$ cat config.mk
export PLATFORM = sky130hd
export DESIGN_NAME = char_lcd_bus_sequencer_core_flat
export DESIGN_NICKNAME = d
export VERILOG_FILES = /design/src/sv/clbs_pkg.sv /design/src/sv/clbs_if.sv /design/src/sv/clbs_front.sv /design/src/sv/clbs_back.sv /design/src/sv/char_lcd_bus_sequencer_core.sv /design/src/flat_wrapper.sv
export SDC_FILE = /design/constraint.sdc
export NUM_CORES = 1
export LEC_CHECK = 0
export ABC_AREA = 1
export ABC_CLOCK_PERIOD_IN_PS = 4300
export BUFFER_PORTS_ARGS = -buffer_cell sky130_fd_sc_hd__buf_2
export CORE_MARGIN = 3
export CORE_UTILIZATION = 55
export DETAILED_ROUTE_END_ITERATION = 10
export GPL_TIMING_DRIVEN = 1
export PLACE_DENSITY = 0.75
export SLEW_MARGIN = 20
export SYNTH_ARGS = -nofsm -noshare
export SYNTH_HDL_FRONTEND = slang
export SYNTH_HIERARCHICAL = 1
export SYNTH_SLANG_ARGS = --single-unit
$ cat constraint.sdc
create_clock -name clk_i -period 4.3 [get_ports clk_i]
set_input_delay 0.645 -clock clk_i [delete_from_list [all_inputs] [get_ports clk_i]]
set_output_delay 0.645 -clock clk_i [all_outputs]
set_load 0.005 [all_outputs]
$ cat src/sv/clbs_pkg.sv
`timescale 1ns / 1ps
package clbs_pkg;

  // Request codes on the cmd field.
  localparam logic [2:0] CMD_TICK   = 3'd0;
  localparam logic [2:0] CMD_INSTR  = 3'd1;
  localparam logic [2:0] CMD_DATA   = 3'd2;
  localparam logic [2:0] CMD_INIT   = 3'd3;
  localparam logic [2:0] CMD_CURSOR = 3'd4;

  // Register indexes of the configuration port.
  localparam logic [2:0] REG_POWER_UP  = 3'd0;
  localparam logic [2:0] REG_FIRST_WT  = 3'd1;
  localparam logic [2:0] REG_SECOND_WT = 3'd2;
  localparam logic [2:0] REG_SETTLE    = 3'd3;
  localparam logic [2:0] REG_PULSE     = 3'd4;

  localparam logic [15:0] RST_POWER_UP  = 16'd40000;
  localparam logic [15:0] RST_FIRST_WT  = 16'd4100;
  localparam logic [15:0] RST_SECOND_WT = 16'd100;
  localparam logic [15:0] RST_SETTLE    = 16'd100;
  localparam logic [7:0]  RST_PULSE     = 8'd1;

  localparam logic [7:0] CURSOR_BASE = 8'h80;
  localparam logic [3:0] INIT_STEPS  = 4'd8;

  typedef enum logic [2:0] {
    K_NONE,
    K_INSTR,
    K_DATA,
    K_INIT,
    K_CURSOR
  } kind_e;

  typedef enum logic [3:0] {
    PH_IDLE,
    PH_POWER,
    PH_WR_LOW,
    PH_WR_HIGH,
    PH_SETTLE,
    PH_EXTRA,
    PH_POLL_HIGH,
    PH_POLL_LOW,
    PH_POLL_END
  } phase_e;

  // One classified request as it waits in the queue.
  typedef struct packed {
    kind_e      kind;
    logic [7:0] wr_byte;
    logic       busy;
  } item_t;

  typedef struct packed {
    logic [15:0] power_up;
    logic [15:0] first_wt;
    logic [15:0] second_wt;
    logic [15:0] settle;
    logic [7:0]  pulse;
  } cfg_t;

  typedef struct packed {
    logic       rs;
    logic       rw;
    logic       en;
    logic [7:0] bus;
    logic       drive;
  } pins_t;

  // Power-up sequence bytes, indexed by step minus one.
  function automatic logic [7:0] init_byte(input logic [2:0] idx);
    logic [7:0] b;
    case (idx)
      3'd0:    b = 8'h30;
      3'd1:    b = 8'h30;
      3'd2:    b = 8'h30;
      3'd3:    b = 8'h38;
      3'd4:    b = 8'h08;
      3'd5:    b = 8'h01;
      3'd6:    b = 8'h06;
      3'd7:    b = 8'h0E;
      default: b = 8'h30;
    endcase
    return b;
  endfunction

endpackage

$ cat src/sv/clbs_if.sv
`timescale 1ns / 1ps
interface clbs_req_if;
  logic       valid;
  logic       ready;
  logic [2:0] cmd;
  logic [7:0] data_byte;
  logic       cursor_row;
  logic [5:0] cursor_col;
  logic       busy_in;

  modport source (output valid, cmd, data_byte, cursor_row, cursor_col, busy_in,
                  input ready);
  modport sink (input valid, cmd, data_byte, cursor_row, cursor_col, busy_in,
                output ready);
endinterface

interface clbs_res_if;
  logic       valid;
  logic       ready;
  logic       rs_level;
  logic       rw_level;
  logic       en_level;
  logic [7:0] bus_out;
  logic       bus_drive;
  logic       ready_res;
  logic       rejected;

  modport source (output valid, rs_level, rw_level, en_level, bus_out, bus_drive,
                  ready_res, rejected, input ready);
  modport sink (input valid, rs_level, rw_level, en_level, bus_out, bus_drive,
                ready_res, rejected, output ready);
endinterface

$ cat src/sv/clbs_front.sv
`timescale 1ns / 1ps
module clbs_front (
  input  logic           clk_i,
  input  logic           rst_ni,
  clbs_req_if.sink       req_i,
  output logic           q_valid_o,
  output clbs_pkg::item_t q_item_o,
  input  logic           q_pop_i
);
  import clbs_pkg::*;

  item_t      item_c;
  item_t      mem_q [2];
  logic       wr_ptr_q, wr_ptr_d;
  logic       rd_ptr_q, rd_ptr_d;
  logic [1:0] cnt_q, cnt_d;
  logic       push;

  // Decode the command and form the byte to be written.
  always_comb begin
    item_c.busy    = req_i.busy_in;
    item_c.wr_byte = req_i.data_byte;
    case (req_i.cmd)
      CMD_INSTR:  item_c.kind = K_INSTR;
      CMD_DATA:   item_c.kind = K_DATA;
      CMD_INIT:   item_c.kind = K_INIT;
      CMD_CURSOR: begin
        item_c.kind    = K_CURSOR;
        item_c.wr_byte = CURSOR_BASE | {1'b0, req_i.cursor_row, req_i.cursor_col};
      end
      default:    item_c.kind = K_NONE;
    endcase
  end

  assign req_i.ready = (cnt_q != 2'd2);
  assign push        = req_i.valid && req_i.ready;
  assign q_valid_o   = (cnt_q != 2'd0);
  assign q_item_o    = mem_q[rd_ptr_q];

  always_comb begin
    wr_ptr_d = push ? ~wr_ptr_q : wr_ptr_q;
    rd_ptr_d = q_pop_i ? ~rd_ptr_q : rd_ptr_q;
    cnt_d    = cnt_q + 2'(push) - 2'(q_pop_i);
  end

  always_ff @(posedge clk_i or negedge rst_ni) begin
    if (!rst_ni) begin
      wr_ptr_q <= 1'b0;
      rd_ptr_q <= 1'b0;
      cnt_q    <= 2'd0;
    end else begin
      wr_ptr_q <= wr_ptr_d;
      rd_ptr_q <= rd_ptr_d;
      cnt_q    <= cnt_d;
    end
  end

  always_ff @(posedge clk_i) begin
    if (push) begin
      mem_q[wr_ptr_q] <= item_c;
    end
  end

endmodule

$ cat src/sv/clbs_back.sv
`timescale 1ns / 1ps
module clbs_back #(
  parameter int COUNT_WIDTH = 16
) (
  input  logic            clk_i,
  input  logic            rst_ni,
  input  clbs_pkg::cfg_t  cfg_i,
  input  logic            q_valid_i,
  input  clbs_pkg::item_t q_item_i,
  output logic            q_pop_o,
  clbs_res_if.source      res_o
);
  import clbs_pkg::*;

  localparam logic [COUNT_WIDTH-1:0] CNT_MAX = '1;

  phase_e                 phase_q, phase_d;
  logic [COUNT_WIDTH-1:0] cnt_q, cnt_d;
  logic [3:0]             step_q, step_d;
  logic [7:0]             pbyte_q, pbyte_d;
  logic                   prs_q, prs_d;
  logic                   ppoll_q, ppoll_d;
  pins_t                  pins_q, pins_d;
  logic                   rej_d;
  logic                   out_valid_q;
  pins_t                  out_pins_q;
  logic                   out_rdy_q;
  logic                   out_rej_q;
  logic                   adv;

  // A loaded value saturates at the largest counter value.
  function automatic logic [COUNT_WIDTH-1:0] load_cnt(input logic [15:0] v);
    logic [31:0] v32;
    logic [31:0] lim;
    v32 = 32'(v);
    lim = 32'(CNT_MAX);
    return (v32 > lim) ? CNT_MAX : COUNT_WIDTH'(v32);
  endfunction

  assign adv     = q_valid_i && (!out_valid_q || res_o.ready);
  assign q_pop_o = adv;

  // One tick of the sequencer: request handling, then the phase work.
  always_comb begin
    logic done;
    phase_d = phase_q;
    cnt_d   = cnt_q;
    step_d  = step_q;
    pbyte_d = pbyte_q;
    prs_d   = prs_q;
    ppoll_d = ppoll_q;
    pins_d  = pins_q;
    rej_d   = 1'b0;
    done    = 1'b0;

    if (q_item_i.kind != K_NONE) begin
      if (phase_d != PH_IDLE) begin
        rej_d = 1'b1;
      end else begin
        step_d = 4'd0;
        case (q_item_i.kind)
          K_INIT: begin
            phase_d = PH_POWER;
            cnt_d   = load_cnt(cfg_i.power_up);
          end
          default: begin
            pbyte_d = q_item_i.wr_byte;
            prs_d   = (q_item_i.kind == K_DATA);
            ppoll_d = (q_item_i.kind != K_CURSOR);
            phase_d = PH_WR_LOW;
            cnt_d   = load_cnt(16'(cfg_i.pulse));
          end
        endcase
      end
    end

    // Timed phases end when the count is at or below one.
    if (cnt_d <= COUNT_WIDTH'(1)) begin
      done = 1'b1;
    end

    case (phase_d)
      PH_IDLE: begin
      end
      PH_POWER: begin
        if (done) begin
          step_d  = 4'd1;
          pbyte_d = init_byte(3'd0);
          prs_d   = 1'b0;
          ppoll_d = 1'b1;
          phase_d = PH_WR_LOW;
          cnt_d   = load_cnt(16'(cfg_i.pulse));
        end else begin
          cnt_d = cnt_d - COUNT_WIDTH'(1);
        end
      end
      PH_WR_LOW, PH_WR_HIGH, PH_SETTLE, PH_EXTRA: begin
        pins_d.rs    = prs_d;
        pins_d.rw    = 1'b0;
        pins_d.en    = (phase_d == PH_WR_HIGH);
        pins_d.bus   = pbyte_d;
        pins_d.drive = 1'b1;
        if (!done) begin
          cnt_d = cnt_d - COUNT_WIDTH'(1);
        end else if (phase_d == PH_WR_LOW) begin
          phase_d = PH_WR_HIGH;
          cnt_d   = load_cnt(16'(cfg_i.pulse));
        end else if (phase_d == PH_WR_HIGH) begin
          phase_d = PH_SETTLE;
          cnt_d   = load_cnt(cfg_i.settle);
        end else if (phase_d == PH_SETTLE && step_d == 4'd1) begin
          phase_d = PH_EXTRA;
          cnt_d   = load_cnt(cfg_i.first_wt);
        end else if (phase_d == PH_SETTLE && step_d == 4'd2) begin
          phase_d = PH_EXTRA;
          cnt_d   = load_cnt(cfg_i.second_wt);
        end else if (phase_d == PH_SETTLE && ppoll_d) begin
          phase_d = PH_POLL_HIGH;
        end else begin
          phase_d = PH_POLL_END;
        end
      end
      PH_POLL_HIGH: begin
        pins_d  = '{rs: 1'b0, rw: 1'b1, en: 1'b1, bus: 8'h00, drive: 1'b0};
        phase_d = q_item_i.busy ? PH_POLL_LOW : PH_POLL_END;
      end
      PH_POLL_LOW: begin
        pins_d  = '{rs: 1'b0, rw: 1'b1, en: 1'b0, bus: 8'h00, drive: 1'b0};
        phase_d = PH_POLL_HIGH;
      end
      PH_POLL_END: begin
        pins_d  = '{rs: 1'b0, rw: 1'b1, en: 1'b0, bus: 8'h00, drive: 1'b0};
      end
      default: begin
        phase_d = PH_IDLE;
        step_d  = 4'd0;
      end
    endcase

    // The end of an operation: either the next init byte or back to idle.
    // A write that ends without polling reaches here through the settle
    // or extra wait, marked by the poll-end code set above. A poll-end
    // phase entered from a busy-flag read still has its own tick to run.
    if (phase_d == PH_POLL_END && phase_q != PH_POLL_HIGH) begin
      if (step_d >= 4'd1 && step_d < INIT_STEPS) begin
        pbyte_d = init_byte(step_d[2:0]);
        step_d  = step_d + 4'd1;
        prs_d   = 1'b0;
        ppoll_d = 1'b1;
        phase_d = PH_WR_LOW;
        cnt_d   = load_cnt(16'(cfg_i.pulse));
      end else begin
        step_d  = 4'd0;
        phase_d = PH_IDLE;
      end
    end
  end

  always_ff @(posedge clk_i or negedge rst_ni) begin
    if (!rst_ni) begin
      phase_q     <= PH_IDLE;
      cnt_q       <= '0;
      step_q      <= 4'd0;
      pbyte_q     <= 8'h00;
      prs_q       <= 1'b0;
      ppoll_q     <= 1'b0;
      pins_q      <= '0;
      out_valid_q <= 1'b0;
    end else begin
      if (adv) begin
        phase_q <= phase_d;
        cnt_q   <= cnt_d;
        step_q  <= step_d;
        pbyte_q <= pbyte_d;
        prs_q   <= prs_d;
        ppoll_q <= ppoll_d;
        pins_q  <= pins_d;
        out_valid_q <= 1'b1;
      end else if (res_o.ready) begin
        out_valid_q <= 1'b0;
      end
    end
  end

  always_ff @(posedge clk_i) begin
    if (adv) begin
      out_pins_q <= pins_d;
      out_rdy_q  <= (phase_d == PH_IDLE);
      out_rej_q  <= rej_d;
    end
  end

  assign res_o.valid     = out_valid_q;
  assign res_o.rs_level  = out_pins_q.rs;
  assign res_o.rw_level  = out_pins_q.rw;
  assign res_o.en_level  = out_pins_q.en;
  assign res_o.bus_out   = out_pins_q.bus;
  assign res_o.bus_drive = out_pins_q.drive;
  assign res_o.ready_res = out_rdy_q;
  assign res_o.rejected  = out_rej_q;

endmodule

$ cat src/sv/char_lcd_bus_sequencer_core.sv
`timescale 1ns / 1ps
// Channel   Modport  Moves                                   Accepted when
// req_i     sink     one tick request: cmd, byte, cursor,    valid && ready
//                    busy_in
// res_o     source   line levels, ready_res, rejected        valid && ready
// apb       slave    five timing registers at 4*index        psel && penable && pwrite
//
// Every request gives exactly one result, one request per clock sustained
// while results are taken. A request passes first through the two-entry
// queue, then through the sequencer step, whose result lands in the output
// register. Reset clears the queue, the sequencer and the output register
// at once. A stalled result holds the sequencer; the queue keeps taking
// requests until both of its entries are full.
module char_lcd_bus_sequencer_core #(
  parameter int COUNT_WIDTH = 16
) (
  input  logic        clk_i,
  input  logic        rst_ni,
  clbs_req_if.sink    req_i,
  clbs_res_if.source  res_o,
  input  logic        psel,
  input  logic        penable,
  input  logic        pwrite,
  input  logic [4:0]  paddr,
  input  logic [31:0] pwdata,
  output logic [31:0] prdata,
  output logic        pready
);
  import clbs_pkg::*;

  // Timing registers, read directly by the sequencer. The user must make writes
  // only while no request is in flight; the block itself does not enforce it.
  cfg_t       cfg_q;
  logic       cfg_we;
  logic [2:0] reg_idx;

  logic       q_valid;
  item_t      q_item;
  logic       q_pop;

  assign pready  = 1'b1;
  assign reg_idx = paddr[4:2];
  assign cfg_we  = psel && penable && pwrite && pready;

  always_ff @(posedge clk_i or negedge rst_ni) begin
    if (!rst_ni) begin
      cfg_q.power_up  <= RST_POWER_UP;
      cfg_q.first_wt  <= RST_FIRST_WT;
      cfg_q.second_wt <= RST_SECOND_WT;
      cfg_q.settle    <= RST_SETTLE;
      cfg_q.pulse     <= RST_PULSE;
    end else if (cfg_we) begin
      case (reg_idx)
        REG_POWER_UP:  cfg_q.power_up  <= pwdata[15:0];
        REG_FIRST_WT:  cfg_q.first_wt  <= pwdata[15:0];
        REG_SECOND_WT: cfg_q.second_wt <= pwdata[15:0];
        REG_SETTLE:    cfg_q.settle    <= pwdata[15:0];
        REG_PULSE:     cfg_q.pulse     <= pwdata[7:0];
        default: begin
        end
      endcase
    end
  end

  // Read data is combinational off the register index.
  always_comb begin
    case (reg_idx)
      REG_POWER_UP:  prdata = 32'(cfg_q.power_up);
      REG_FIRST_WT:  prdata = 32'(cfg_q.first_wt);
      REG_SECOND_WT: prdata = 32'(cfg_q.second_wt);
      REG_SETTLE:    prdata = 32'(cfg_q.settle);
      REG_PULSE:     prdata = 32'(cfg_q.pulse);
      default:       prdata = 32'h0;
    endcase
  end

  // Front end: decodes each request and queues it.
  clbs_front u_front (
    .clk_i     (clk_i),
    .rst_ni    (rst_ni),
    .req_i     (req_i),
    .q_valid_o (q_valid),
    .q_item_o  (q_item),
    .q_pop_i   (q_pop)
  );

  // Back end: runs one bus tick per queued request and registers the result.
  clbs_back #(
    .COUNT_WIDTH (COUNT_WIDTH)
  ) u_back (
    .clk_i     (clk_i),
    .rst_ni    (rst_ni),
    .cfg_i     (cfg_q),
    .q_valid_i (q_valid),
    .q_item_i  (q_item),
    .q_pop_o   (q_pop),
    .res_o     (res_o)
  );

endmodule

$ cat src/flat_wrapper.sv
// flat-port wrapper written by rule: the top's interface ports become plain ports
module char_lcd_bus_sequencer_core_flat import clbs_pkg::*;
#(
  parameter int COUNT_WIDTH = 16
)
  (clk_i, rst_ni, psel, penable, pwrite, paddr, pwdata, prdata, pready, req_i_valid, req_i_cmd, req_i_data_byte, req_i_cursor_row, req_i_cursor_col, req_i_busy_in, req_i_ready, res_o_valid, res_o_rs_level, res_o_rw_level, res_o_en_level, res_o_bus_out, res_o_bus_drive, res_o_ready_res, res_o_rejected, res_o_ready);
  clbs_req_if req_i_i ();
  clbs_res_if res_o_i ();
  input  logic clk_i;
  input  logic rst_ni;
  input  logic psel;
  input  logic penable;
  input  logic pwrite;
  input  logic [4:0] paddr;
  input  logic [31:0] pwdata;
  output logic [31:0] prdata;
  output logic pready;
  input wire logic [$bits(req_i_i.valid)-1:0] req_i_valid;
  input wire logic [$bits(req_i_i.cmd)-1:0] req_i_cmd;
  input wire logic [$bits(req_i_i.data_byte)-1:0] req_i_data_byte;
  input wire logic [$bits(req_i_i.cursor_row)-1:0] req_i_cursor_row;
  input wire logic [$bits(req_i_i.cursor_col)-1:0] req_i_cursor_col;
  input wire logic [$bits(req_i_i.busy_in)-1:0] req_i_busy_in;
  output wire logic [$bits(req_i_i.ready)-1:0] req_i_ready;
  output wire logic [$bits(res_o_i.valid)-1:0] res_o_valid;
  output wire logic [$bits(res_o_i.rs_level)-1:0] res_o_rs_level;
  output wire logic [$bits(res_o_i.rw_level)-1:0] res_o_rw_level;
  output wire logic [$bits(res_o_i.en_level)-1:0] res_o_en_level;
  output wire logic [$bits(res_o_i.bus_out)-1:0] res_o_bus_out;
  output wire logic [$bits(res_o_i.bus_drive)-1:0] res_o_bus_drive;
  output wire logic [$bits(res_o_i.ready_res)-1:0] res_o_ready_res;
  output wire logic [$bits(res_o_i.rejected)-1:0] res_o_rejected;
  input wire logic [$bits(res_o_i.ready)-1:0] res_o_ready;
  assign req_i_i.valid = req_i_valid;
  assign req_i_i.cmd = req_i_cmd;
  assign req_i_i.data_byte = req_i_data_byte;
  assign req_i_i.cursor_row = req_i_cursor_row;
  assign req_i_i.cursor_col = req_i_cursor_col;
  assign req_i_i.busy_in = req_i_busy_in;
  assign req_i_ready = req_i_i.ready;
  assign res_o_valid = res_o_i.valid;
  assign res_o_rs_level = res_o_i.rs_level;
  assign res_o_rw_level = res_o_i.rw_level;
  assign res_o_en_level = res_o_i.en_level;
  assign res_o_bus_out = res_o_i.bus_out;
  assign res_o_bus_drive = res_o_i.bus_drive;
  assign res_o_ready_res = res_o_i.ready_res;
  assign res_o_rejected = res_o_i.rejected;
  assign res_o_i.ready = res_o_ready;
  char_lcd_bus_sequencer_core #(.COUNT_WIDTH(COUNT_WIDTH)) u_core (.clk_i(clk_i), .rst_ni(rst_ni), .req_i(req_i_i), .res_o(res_o_i), .psel(psel), .penable(penable), .pwrite(pwrite), .paddr(paddr), .pwdata(pwdata), .prdata(prdata), .pready(pready));
endmodule
# After elaboration in Yosys (flattened, before gate mapping)
# Memory sizes are Yosys's and may differ from the RTL's.
# Index checks and enable logic that the tools add are counted.
dict set report classes {
  add_sub_neg 4
  n_lt_le_gt_ge 3
  eq_ne 24
  mux 63
  bitwise 2
  n_reduce_logical 27
}
# op n
set op_table {}
lappend op_table {{16-bit 2-to-1 mux} 11}
lappend op_table {{16-bit one-hot mux with 5 select lines} 1}
lappend op_table {{4-bit 2-to-1 mux} 16}
lappend op_table {{8-bit 2-to-1 mux} 8}
lappend op_table {{12-bit one-hot mux with 3 select lines} 1}
lappend op_table {{16-bit one-hot mux with 2 select lines} 1}
lappend op_table {{1-bit 2-to-1 mux} 20}
lappend op_table {{4-bit one-hot mux with 5 select lines} 1}
lappend op_table {{3-bit by 2-bit equality test with 1-bit output, second input constant} 6}
lappend op_table {{4-bit by 3-bit equality test with 1-bit output, second input constant} 4}
lappend op_table {{16-bit by 1-bit <= comparator with 1-bit output, second input constant} 1}
lappend op_table {{16-bit by 1-bit subtractor with 16-bit output, second input constant} 1}
lappend op_table {{4-bit by 2-bit equality test with 1-bit output, second input constant} 3}
lappend op_table {{3-bit one-hot mux with 4 select lines} 1}
lappend op_table {{2-bit AND reduction} 5}
lappend op_table {{1-bit logical AND} 9}
lappend op_table {{4-bit by 1-bit equality test with 1-bit output, second input constant} 2}
lappend op_table {{4-bit equality test, second input constant} 2}
lappend op_table {{4-bit logical NOT} 2}
lappend op_table {{4-bit one-hot mux with 2 select lines} 1}
lappend op_table {{8-bit OR reduction} 1}
lappend op_table {{3-bit by 1-bit equality test with 1-bit output, second input constant} 2}
lappend op_table {{3-bit equality test, second input constant} 2}
lappend op_table {{4-bit by 1-bit adder with 4-bit output, second input constant} 1}
lappend op_table {{other kinds (17)} 21}
dict set report word_totals {
  regBits 137
  ramBits 24
  rom_bits 48
  input_bits 63
  output_inout_bits 49
  mem_count 2
}
# memory words word_bits read_ports rd_clocked_by_memory_dff write_ports line_no
set mem_list {}
lappend mem_list {{(no name shown)} 8 6 1 0 0 clbs_pkg.sv:73} ;# case (idx)
lappend mem_list {u_core.u_front.mem_q 2 12 1 0 1 clbs_front.sv:13} ;# item_t mem_q [2];

# Logic depth before layout (Yosys ltp)
# Gate-level depths: netlist (run 1).
# An unclocked memory read counts as a cell.
dict set report logic_depth {
  ltp_word 18
  ltp_mapped 29
  mapped_depth_nobuf 26
}

# By module
# Netlist (run 1), hierarchy kept.
# module n_inst cells_per_inst area_per_inst_um2
set by_module_without_submodules {}
lappend by_module_without_submodules {clbs_back 1 850 5335.1}
lappend by_module_without_submodules {char_lcd_bus_sequencer_core 1 440 3699.8}
lappend by_module_without_submodules {clbs_front 1 92 1221.2}

# Least setup slack after synthesis (run 1)
# OpenSTA, ideal clock, no wires.
dict set report synth_path {
  kind {register to register}
  start {reg u_core.u_front.rd_ptr_q}
  end {reg u_core.u_back.cnt_q[2]}
  setup_ns 0.119
  t_arrival_ns 3.420
  required_time_ns 4.181
  setup_slack_ns 0.762
  path_stages_with_launch 28
  path_buffers 4
  period_less_slack_ns 3.538
  path_cell_list {dfrtp_1 > buf_6 > mux2_4 > buf_6 > nand3_4 > clkinv_1 > nor2_4 > buf_6 > nand2_1 > nand3_2 > ha_1 > nand2_2 > nand2_1 > nand2_2 > nor2_1 > inv_2 > nand2_1 > inv_1 > ha_1 > inv_1 > nor2_1 > nand2_1 > nand2_2 > nor2_8 > buf_6 > nand2_1 > nand3_1 > nand2_1}
}
# element line_no
set synth_lines {}
lappend synth_lines {{start: declaration} clbs_front.sv:15} ;# logic rd_ptr_q, rd_ptr_d;
lappend synth_lines {{start signal: assignment} clbs_front.sv:53} ;# rd_ptr_q <= rd_ptr_d;
lappend synth_lines {{end signal: assignment} clbs_back.sv:172} ;# cnt_q <= cnt_d;
lappend synth_lines {{end: declaration} clbs_back.sv:18} ;# logic [COUNT_WIDTH-1:0] cnt_q, cnt_d;

==> flow_summary.ini, run 1 <==
[drt]
drt_pass1_iterations = 5
wire_per_inst_um = 16.31
vias = 9400
drc = 0
drt-initial-drc-count = 1008
totalWireLength_um = 27580
vias_per_cell = 5.559
detail-route-antenna-nets = 0

[die]
core_mm2 = 0.01815
die-area_mm2 = 0.02032
fp-row-count = 49
start_util_pct = 56.52
die-width_um = 142.6
die_h_um = 142.6
pin_count = 112

[clock_tree]
clock_sinks = 161
cts_tree = built
cts.path.max_buffers = 2
cts_max_level = 4
path_clk_slew_ns = 0.07
cts_buffers = 17
root_buffer = clkbuf_16
holdBufCountCts = 0
clock_latency_ns = 0.44

[power_and_ir_drop]
p_total_mw = 9.029
power-per-cell-area_mw_per_mm2 = 796.5
ir_drop_v = 0.0005414
p_leak_nw = 5.825

[critical_path]
cp_num_cells = 25
slowest_delay_ns = 0.45
cp_data_required_time_ns = 4.65
cp_num_buf_inv = 4
worstSetupStartpoint = u_core/u_front/rd_ptr_q
crit_path_max_fanout = 24
worstRegToRegCells = 25
worst_path_most_repeated_cell = nand2_1
crit_slowest_cell = dfrtp_2
arrival_ns = 4.41
crit_path_end_kind = register
r2r_end = u_core/u_back/cnt_q[10]
crit_path_end = u_core/u_back/cnt_q[10]
r2r_slack_ns = 0.25
timing.rr.start = u_core/u_front/rd_ptr_q
crit_type = reg -> reg
critPathLaunchType = register
cpLargestDelayFamily = simple AND/OR/NAND/NOR gates

[sta]
setup_slack_ns = 0.2491
relSlewSlack_pct = 30.91
period_minus_slack_ns = 4.051
finalHoldViolCount = 0
setup_violations = 0
drv_slew = 0
max_freq_mhz = 246.9
finalClockSkew_ns = 0.01205
fin_crit_sh_pct = 94.21
worst_slew_pin_slew_ns = 1.032

[yosys]
synth-edff-count = 38
synth_area_mm2 = 0.01026
yosys.cell_types.count = 47
ys_warn_count = 6
syn_inst = 1382
synth_flop_cell = dfrtp_1
yosysSeqAreaShare_pct = 41.31
avgSynthCellArea_um2 = 7.421
async_reset_ff_share_pct = 76.40
synth_seq_cells = 161

[global_routing]
antenna_found_initial = 0
grt_max_degree = 75
grtUsageTotal_pct = 27.75
grt_pass1_vias = 8959
gr-total-overflow = 0
grt_pass1_wl_um = 44930

[finish]
nFillCells = 1601
fin_area_mm2 = 0.01134
diodes = 0
nets = 1518
fin_util_pct = 62.47
drive_above_1_share_pct = 17.78
area_delta_synth_final_pct = 10.53

[outcome]
status = complete, no violations

[min_path]
hp-class = in -> async

[placed_design]
placed_area_mm2 = 0.01062
dp_hpwl_um = 19020
pre_cts_slack_ns = 0.1536
globalplace.congestion = 0.9865
port_buffers = 76

[job]
drv_cap = 0
power by group:
part           total [mW]  internal [mW]  switching (mW)
Sequential           2.41           2.13           0.278
Clock                1.54          0.829           0.710
Combinational        5.08           1.68            3.40
Total                9.03           4.64            4.39
cells in the mapped netlist (2+ instances only):
master / n / share of area [%]
nor2_4: 9 / 0.99
nand2_1: 446 / 16
buf_4: 21 / 1.5
nand2_4: 8 / 0.88
buf_6: 15 / 1.6
nand4_1: 27 / 1.6
nor3_1: 4 / 0.20
nand3b_1: 9 / 0.66
inv_4: 2 / 0.12
clkbuf_1: 17 / 0.62
edfxtp_1: 38 / 11
nand3_4: 6 / 1.0
or2_2: 2 / 0.12
dfrtp_1: 109 / 27
nor2_1: 109 / 4.0
nor2_2: 6 / 0.37
buf_2: 15 / 0.73
o21bai_1: 2 / 0.15
o22ai_1: 9 / 0.55
mux2_2: 3 / 0.33
o211ai_1: 3 / 0.22
mux2i_1: 4 / 0.39
buf_1: 2 / 0.073
a21oi_1: 36 / 1.8
ha_1: 6 / 0.73
nor2_8: 4 / 0.78
o21ai_2: 22 / 1.9
conb_1: 2 / 0.073
o21ai_1: 10 / 0.49
inv_2: 8 / 0.29
nand3_2: 4 / 0.39
o21ai_0: 111 / 5.4
nand3_1: 104 / 5.1
a21oi_2: 2 / 0.17
dfstp_2: 14 / 3.6
inv_1: 154 / 5.6
nand2_2: 17 / 1.0
mux2_4: 9 / 1.3
xor2_1: 5 / 0.43
sequential cells by signal (all words and copies together) (netlist names), 2 cells and up:
| register | cells |
|---|---|
| u_core/u_front/cnt_q | 2 |
| u_core/u_back/phase_q | 4 |
| u_core/u_front/mem_q | 24 |
| u_core/u_back/step_q | 4 |
| u_core/cfg_q | 72 |
| u_core/u_back/pbyte_q | 8 |
| u_core/u_back/pins_q | 12 |
| u_core/u_back/cnt_q | 16 |
| u_core/u_back/res_o.bus_out | 8 |
layout make-up:
class	instances	area [µm²]	area share (%)
multi-input cells	998	4970	43.84
inverters	166	629.4	5.552
clock buffers	17	425.4	3.753
well taps	229	286.5	2.528
clock inverters	15	170.2	1.501
repair buffers	105	616.8	5.441
flip-flops and latches	161	4238	37.38
worst reg2reg max path, stage by stage (launching register included):
cell and delay (ns):
dfrtp_2 0.45, mux2_4 0.42, nor2_4 0.21, buf_4 0.16
a21oi_4 0.10, nand2_4 0.16, nor2_1 0.07, nor2_2 0.21
inv_1 0.09, ha_1 0.20, nand2_1 0.08, nand2_1 0.07
nand2_2 0.09, buf_6 0.24, nand2_4 0.10, nand2_4 0.10
nand2_1 0.11, ha_1 0.21, nor2_1 0.15, nand2_1 0.09
nand2_2 0.12, nor2_8 0.06, buf_12 0.12, nor2_4 0.19
nand2_1 0.09, o21ai_1 0.09
placed cells by master, fill, tap and decap left out, types with 27 or more instances in the layout:
| cell type | netlist | layout |
|---|---|---|
| edfxtp_1 | 38 | 38 |
| buf_2 | 15 | 75 |
| buf_4 | 21 | 27 |
| dfrtp_1 | 109 | 108 |
| o21ai_0 | 111 | 111 |
| nand3_1 | 104 | 104 |
| inv_1 | 154 | 153 |
| a21oi_1 | 36 | 36 |
| nand2_1 | 446 | 444 |
| nor2_1 | 109 | 108 |
| nand4_1 | 27 | 27 |
routing by layer:
layer | global-route usage (%) | wire (µm) | vias up
met5 | 0 | 0 | -
met4 | 10.51 | 809 | 0
met3 | 4.570 | 2033 | 69
met2 | 45.65 | 13160 | 422
met1 | 37.00 | 11580 | 4364
li1 | - | - | 4545
worst min-delay path by stage:
stage	endpoint	from	slack, ns
5_1_grt	u_core/u_front/mem_q[0][0]	req_i_busy_in	0.41
3_3_place_gp	u_core/u_back/pbyte_q[5]	u_core/u_back/pbyte_q[5]	0.46
3_5_place_dp	u_core/u_back/cnt_q[15]	u_core/u_back/cnt_q[15]	0.46
2_1_floorplan	u_core/cfg_q[11]	rst_ni	0.35
6_report	u_core/cfg_q[11]	rst_ni	0.37
4_1_cts	u_core/cfg_q[11]	rst_ni	0.40
cells by family after synthesis:
family / after synthesis / share of synthesized area, %
flip-flops: 161 / 41.31
buffers and inverters: 238 / 10.94
multiplexers: 16 / 2.037
AND/OR/NAND/NOR: 756 / 33.54
AO/OA/AOI/OAI: 197 / 10.86
XOR/XNOR: 6 / 0.5124
adder cells (fa/ha/maj): 6 / 0.7320
other: 2 / 0.07322
through the flow:
stage | TNS, ns | instances | hold slack (ns)
after floorplan | 0 | 1397 | 0.3494
after global placement | 0 | 1647 | 0.4645
after detailed placement | 0 | 1647 | 0.4646
after CTS | 0 | 1679 | 0.3992
after global routing | -0.02378 | 1691 | 0.4070
final | 0 | 1691 | 0.3685
repair_timing:
item                       CTS  global route
resized for setup            0             7
hold endpoints to repair     0             0
setup buffers                0            12
setup endpoints to repair    0            31
Power figures use the tool's default switching activity.
==> inputs of run 2 (changes only) <==
--- a/config.mk
+++ b/config.mk
@@ -12,9 +12,8 @@
 export CORE_UTILIZATION = 55
 export DETAILED_ROUTE_END_ITERATION = 10
 export GPL_TIMING_DRIVEN = 1
-export PLACE_DENSITY = 0.75
+export PLACE_DENSITY = 0.76
 export SLEW_MARGIN = 20
 export SYNTH_ARGS = -nofsm -noshare
 export SYNTH_HDL_FRONTEND = slang
-export SYNTH_HIERARCHICAL = 1
 export SYNTH_SLANG_ARGS = --single-unit
==> run 2 against run 1 <==
Effect of this change:
- synthesized area is 6.9% lower
- critical path type unchanged
- synthesized cell count is 6.7% lower
- first-iteration DRC count is 4.6% higher
- sequential power is 2% lower
- largest power group unchanged
==> flow_summary.ini, run 2 <==
[outcome]
status = complete, no violations

[clock_tree]
clock_sinks = 161
cts.path.max_buffers = 2
cts_buffers = 17
root_buffer = clkbuf_16
cts_setup_buffers = 0
path_clk_slew_ns = 0.06
ctsResizeCount = 0
cts_max_level = 4
clock_latency_ns = 0.44
holdBufCountCts = 0
cts_tree = built

[yosys]
synthTopCellsByCount = nand2_1, nor2_1, o21ai_0
synth_top_family_by_area = simple AND/OR/NAND/NOR gates
synth-compound-area-share_pct = 12.49
synth_flop_cell = dfrtp_1
synth.most_common_cell = nand2_1
yosys.cell_types.count = 47
synth-adder-area-share_pct = 0.9174
synth-edff-count = 38
synthSimpleGateAreaFrac_pct = 32.90
synthMuxAreaShare_pct = 0.1048
yosys.area.top_type = dfrtp_1
synth_area_leaders = dfrtp_1, nand2_1, edfxtp_1
async_reset_ff_share_pct = 76.40
synth_top_area_share_pct = 28.57
ys_warn_count = 0
yosysSeqAreaShare_pct = 44.38
synth_seq_cells = 161
synth-xor-area-share_pct = 0.3670
syn_inst = 1289
avgSynthCellArea_um2 = 7.406
synth_area_mm2 = 0.009547

[sta]
setup_tns_ns = 0
finalClockSkew_ns = 0.009835
grt_setup_unrepaired = false
worst_slew_pin_slew_ns = 1.021
setup_violations = 0
relSlewSlack_pct = 31.65
fin_crit_sh_pct = 87.87
period_minus_slack_ns = 3.778
max_freq_mhz = 264.7
finalHoldViolCount = 0
drv_slew = 0

[die]
die_h_um = 137.8
die-area_mm2 = 0.01898
fp-row-count = 47
die-width_um = 137.8
core_mm2 = 0.01676
pin_count = 112
start_util_pct = 56.96

[critical_path]
cp_data_required_time_ns = 4.67
crit_path_max_fanout = 14
slowest_delay_ns = 0.51
crit_slowest_cell = dfrtp_1
arrival_ns = 4.15
cpLargestDelayFamily = simple AND/OR/NAND/NOR gates
critPathLaunchType = register
crit_path_end_kind = register
crit_type = reg -> reg
cp_num_buf_inv = 6
path_cells = inv_4 > nand2_2 > nand2_2 > nand3_4 > nand3_2 > buf_4 > nand2_2 > nand3_2 > nand2_1 > inv_2 > nand3_1 > nor2_1 > inv_1 > o22ai_1 > inv_1 > ha_1 > nor2_1 > a21oi_4 > nand2_4 > nand2_4 > inv_2 > nand2_1 > nand2_1

[global_routing]
antenna_found_initial = 0
grt_pass1_vias = 8251
gr-total-overflow = 0
grt_pass1_wl_um = 42750
grtUsageTotal_pct = 29.15
grt_max_degree = 124

[drt]
drt-initial-drc-count = 1054
detail-route-antenna-nets = 0
drc = 0
vias_per_cell = 5.607
drt_pass1_iterations = 6
wire_per_inst_um = 16.60
vias = 9072
totalWireLength_um = 26860

[placed_design]
dp_cells = 1586
globalplace.congestion = 1.004
port_buffers = 76
placed_area_mm2 = 0.01032
dp_hpwl_um = 18810

[job]
drv_cap = 0

[finish]
drive_above_1_share_pct = 16.95
nets = 1455
largest_reg_flops = 72
diodes = 0
regMostFlops = u_core.cfg_q
area_delta_synth_final_pct = 14.18
final_common_cell = nand2_1
fin_area_mm2 = 0.01090
final_cell_mix = nand2_1, o21ai_0, nor2_1
reg_top3 = u_core.cfg_q x72, u_core.u_front.mem_q x24, u_core.u_back.cnt_q x16
final_cell_count_no_fill = 1618
fin_util_pct = 65.04

[power_and_ir_drop]
ir_drop_v = 0.0008129
p_total_mw = 8.489
p_leak_nw = 5.489
power-per-cell-area_mw_per_mm2 = 778.8

[min_path]
hp-class = in -> async
[run 2: changes by cell type after synthesis, moves of 15 or more]
cell / previous run / this run
o21ai_2: 22 / 2
nand2_1: 446 / 421
inv_1: 154 / 112
nand4_1: 27 / 10
a22oi_1: 0 / 15
[run 2: metrics by stage]
step / hold slack [ns] / setup slack [ns]
2_1_floorplan: 0.3494 / 0.7683
3_3_place_gp: 0.4626 / 0.5998
3_5_place_dp: 0.4638 / 0.5203
4_1_cts: 0.3509 / 0.4715
5_1_grt: 0.3674 / 0.08822
6_report: 0.3131 / 0.5216
[run 2: layout make-up]
cell class              count  area (µm²)
inverters                 124       467.9
fillers                  1491        5859
well taps                 220       275.3
flip-flops and latches    161        4237
repair buffers            127       778.2
clock buffers              20       446.7
clock inverters            12       132.6
multi-input cells         954        4563
[run 2: cells by family (layout without fill, tap and decap cells)]
| kind of cell | after synthesis | count (layout) |
|---|---|---|
| flops | 161 | 161 |
| simple gates | 717 | 717 |
| xor+xnor | 4 | 4 |
| fa+ha+maj | 7 | 7 |
| buf+inv | 189 | 283 |
| other cells | 2 | 17 |
| compound gates | 208 | 208 |
| mux | 1 | 1 |
[run 2: worst register-to-register path: stages, from the launching register on]
cell,delay (ns)
dfrtp_1,0.51
inv_4,0.21
nand2_2,0.08
nand2_2,0.14
nand3_4,0.14
nand3_2,0.12
buf_4,0.21
nand2_2,0.12
nand3_2,0.10
nand2_1,0.13
inv_2,0.19
nand3_1,0.09
nor2_1,0.14
inv_1,0.06
o22ai_1,0.29
inv_1,0.10
ha_1,0.20
nor2_1,0.20
a21oi_4,0.10
nand2_4,0.10
nand2_4,0.07
inv_2,0.24
nand2_1,0.10
nand2_1,0.07
[run 2: path summary, 6_finish.rpt]
path | cells after the start | slack, ns | start | end
setup / recovery | 23 | 0.52 | u_core.u_front.rd_ptr_q | u_core.u_back.cnt_q[8]
hold / removal | 2 | 0.31 | rst_ni | u_core.cfg_q[18]
setup reg to reg | 23 | 0.52 | u_core.u_front.rd_ptr_q | u_core.u_back.cnt_q[8]
hold reg to reg | 2 | 0.48 | u_core.u_back.cnt_q[7] | u_core.u_back.cnt_q[7]
max in group asynchronous | 2 | 3.50 | rst_ni | u_core.u_back.cnt_q[3]
min in group clk_i | 1 | 0.40 | req_i_busy_in | u_core.u_front.mem_q[1][0]
[run 2: where the power goes]
| part | total [mW] | internal [mW] | switching [mW] |
|---|---|---|---|
| Sequential | 2.37 | 2.11 | 0.265 |
| Combinational | 4.60 | 1.55 | 3.05 |
| Clock | 1.52 | 0.872 | 0.645 |
| Total | 8.49 | 4.53 | 3.96 |
[run 2: per-layer routing]
metal,vias up,GRT usage (%),wire length [µm]
li1,4355,-,-
met1,4211,42.45,11930
met2,446,44.85,11940
met3,60,4.748,2320
met4,0,9.166,671
met5,-,0,0
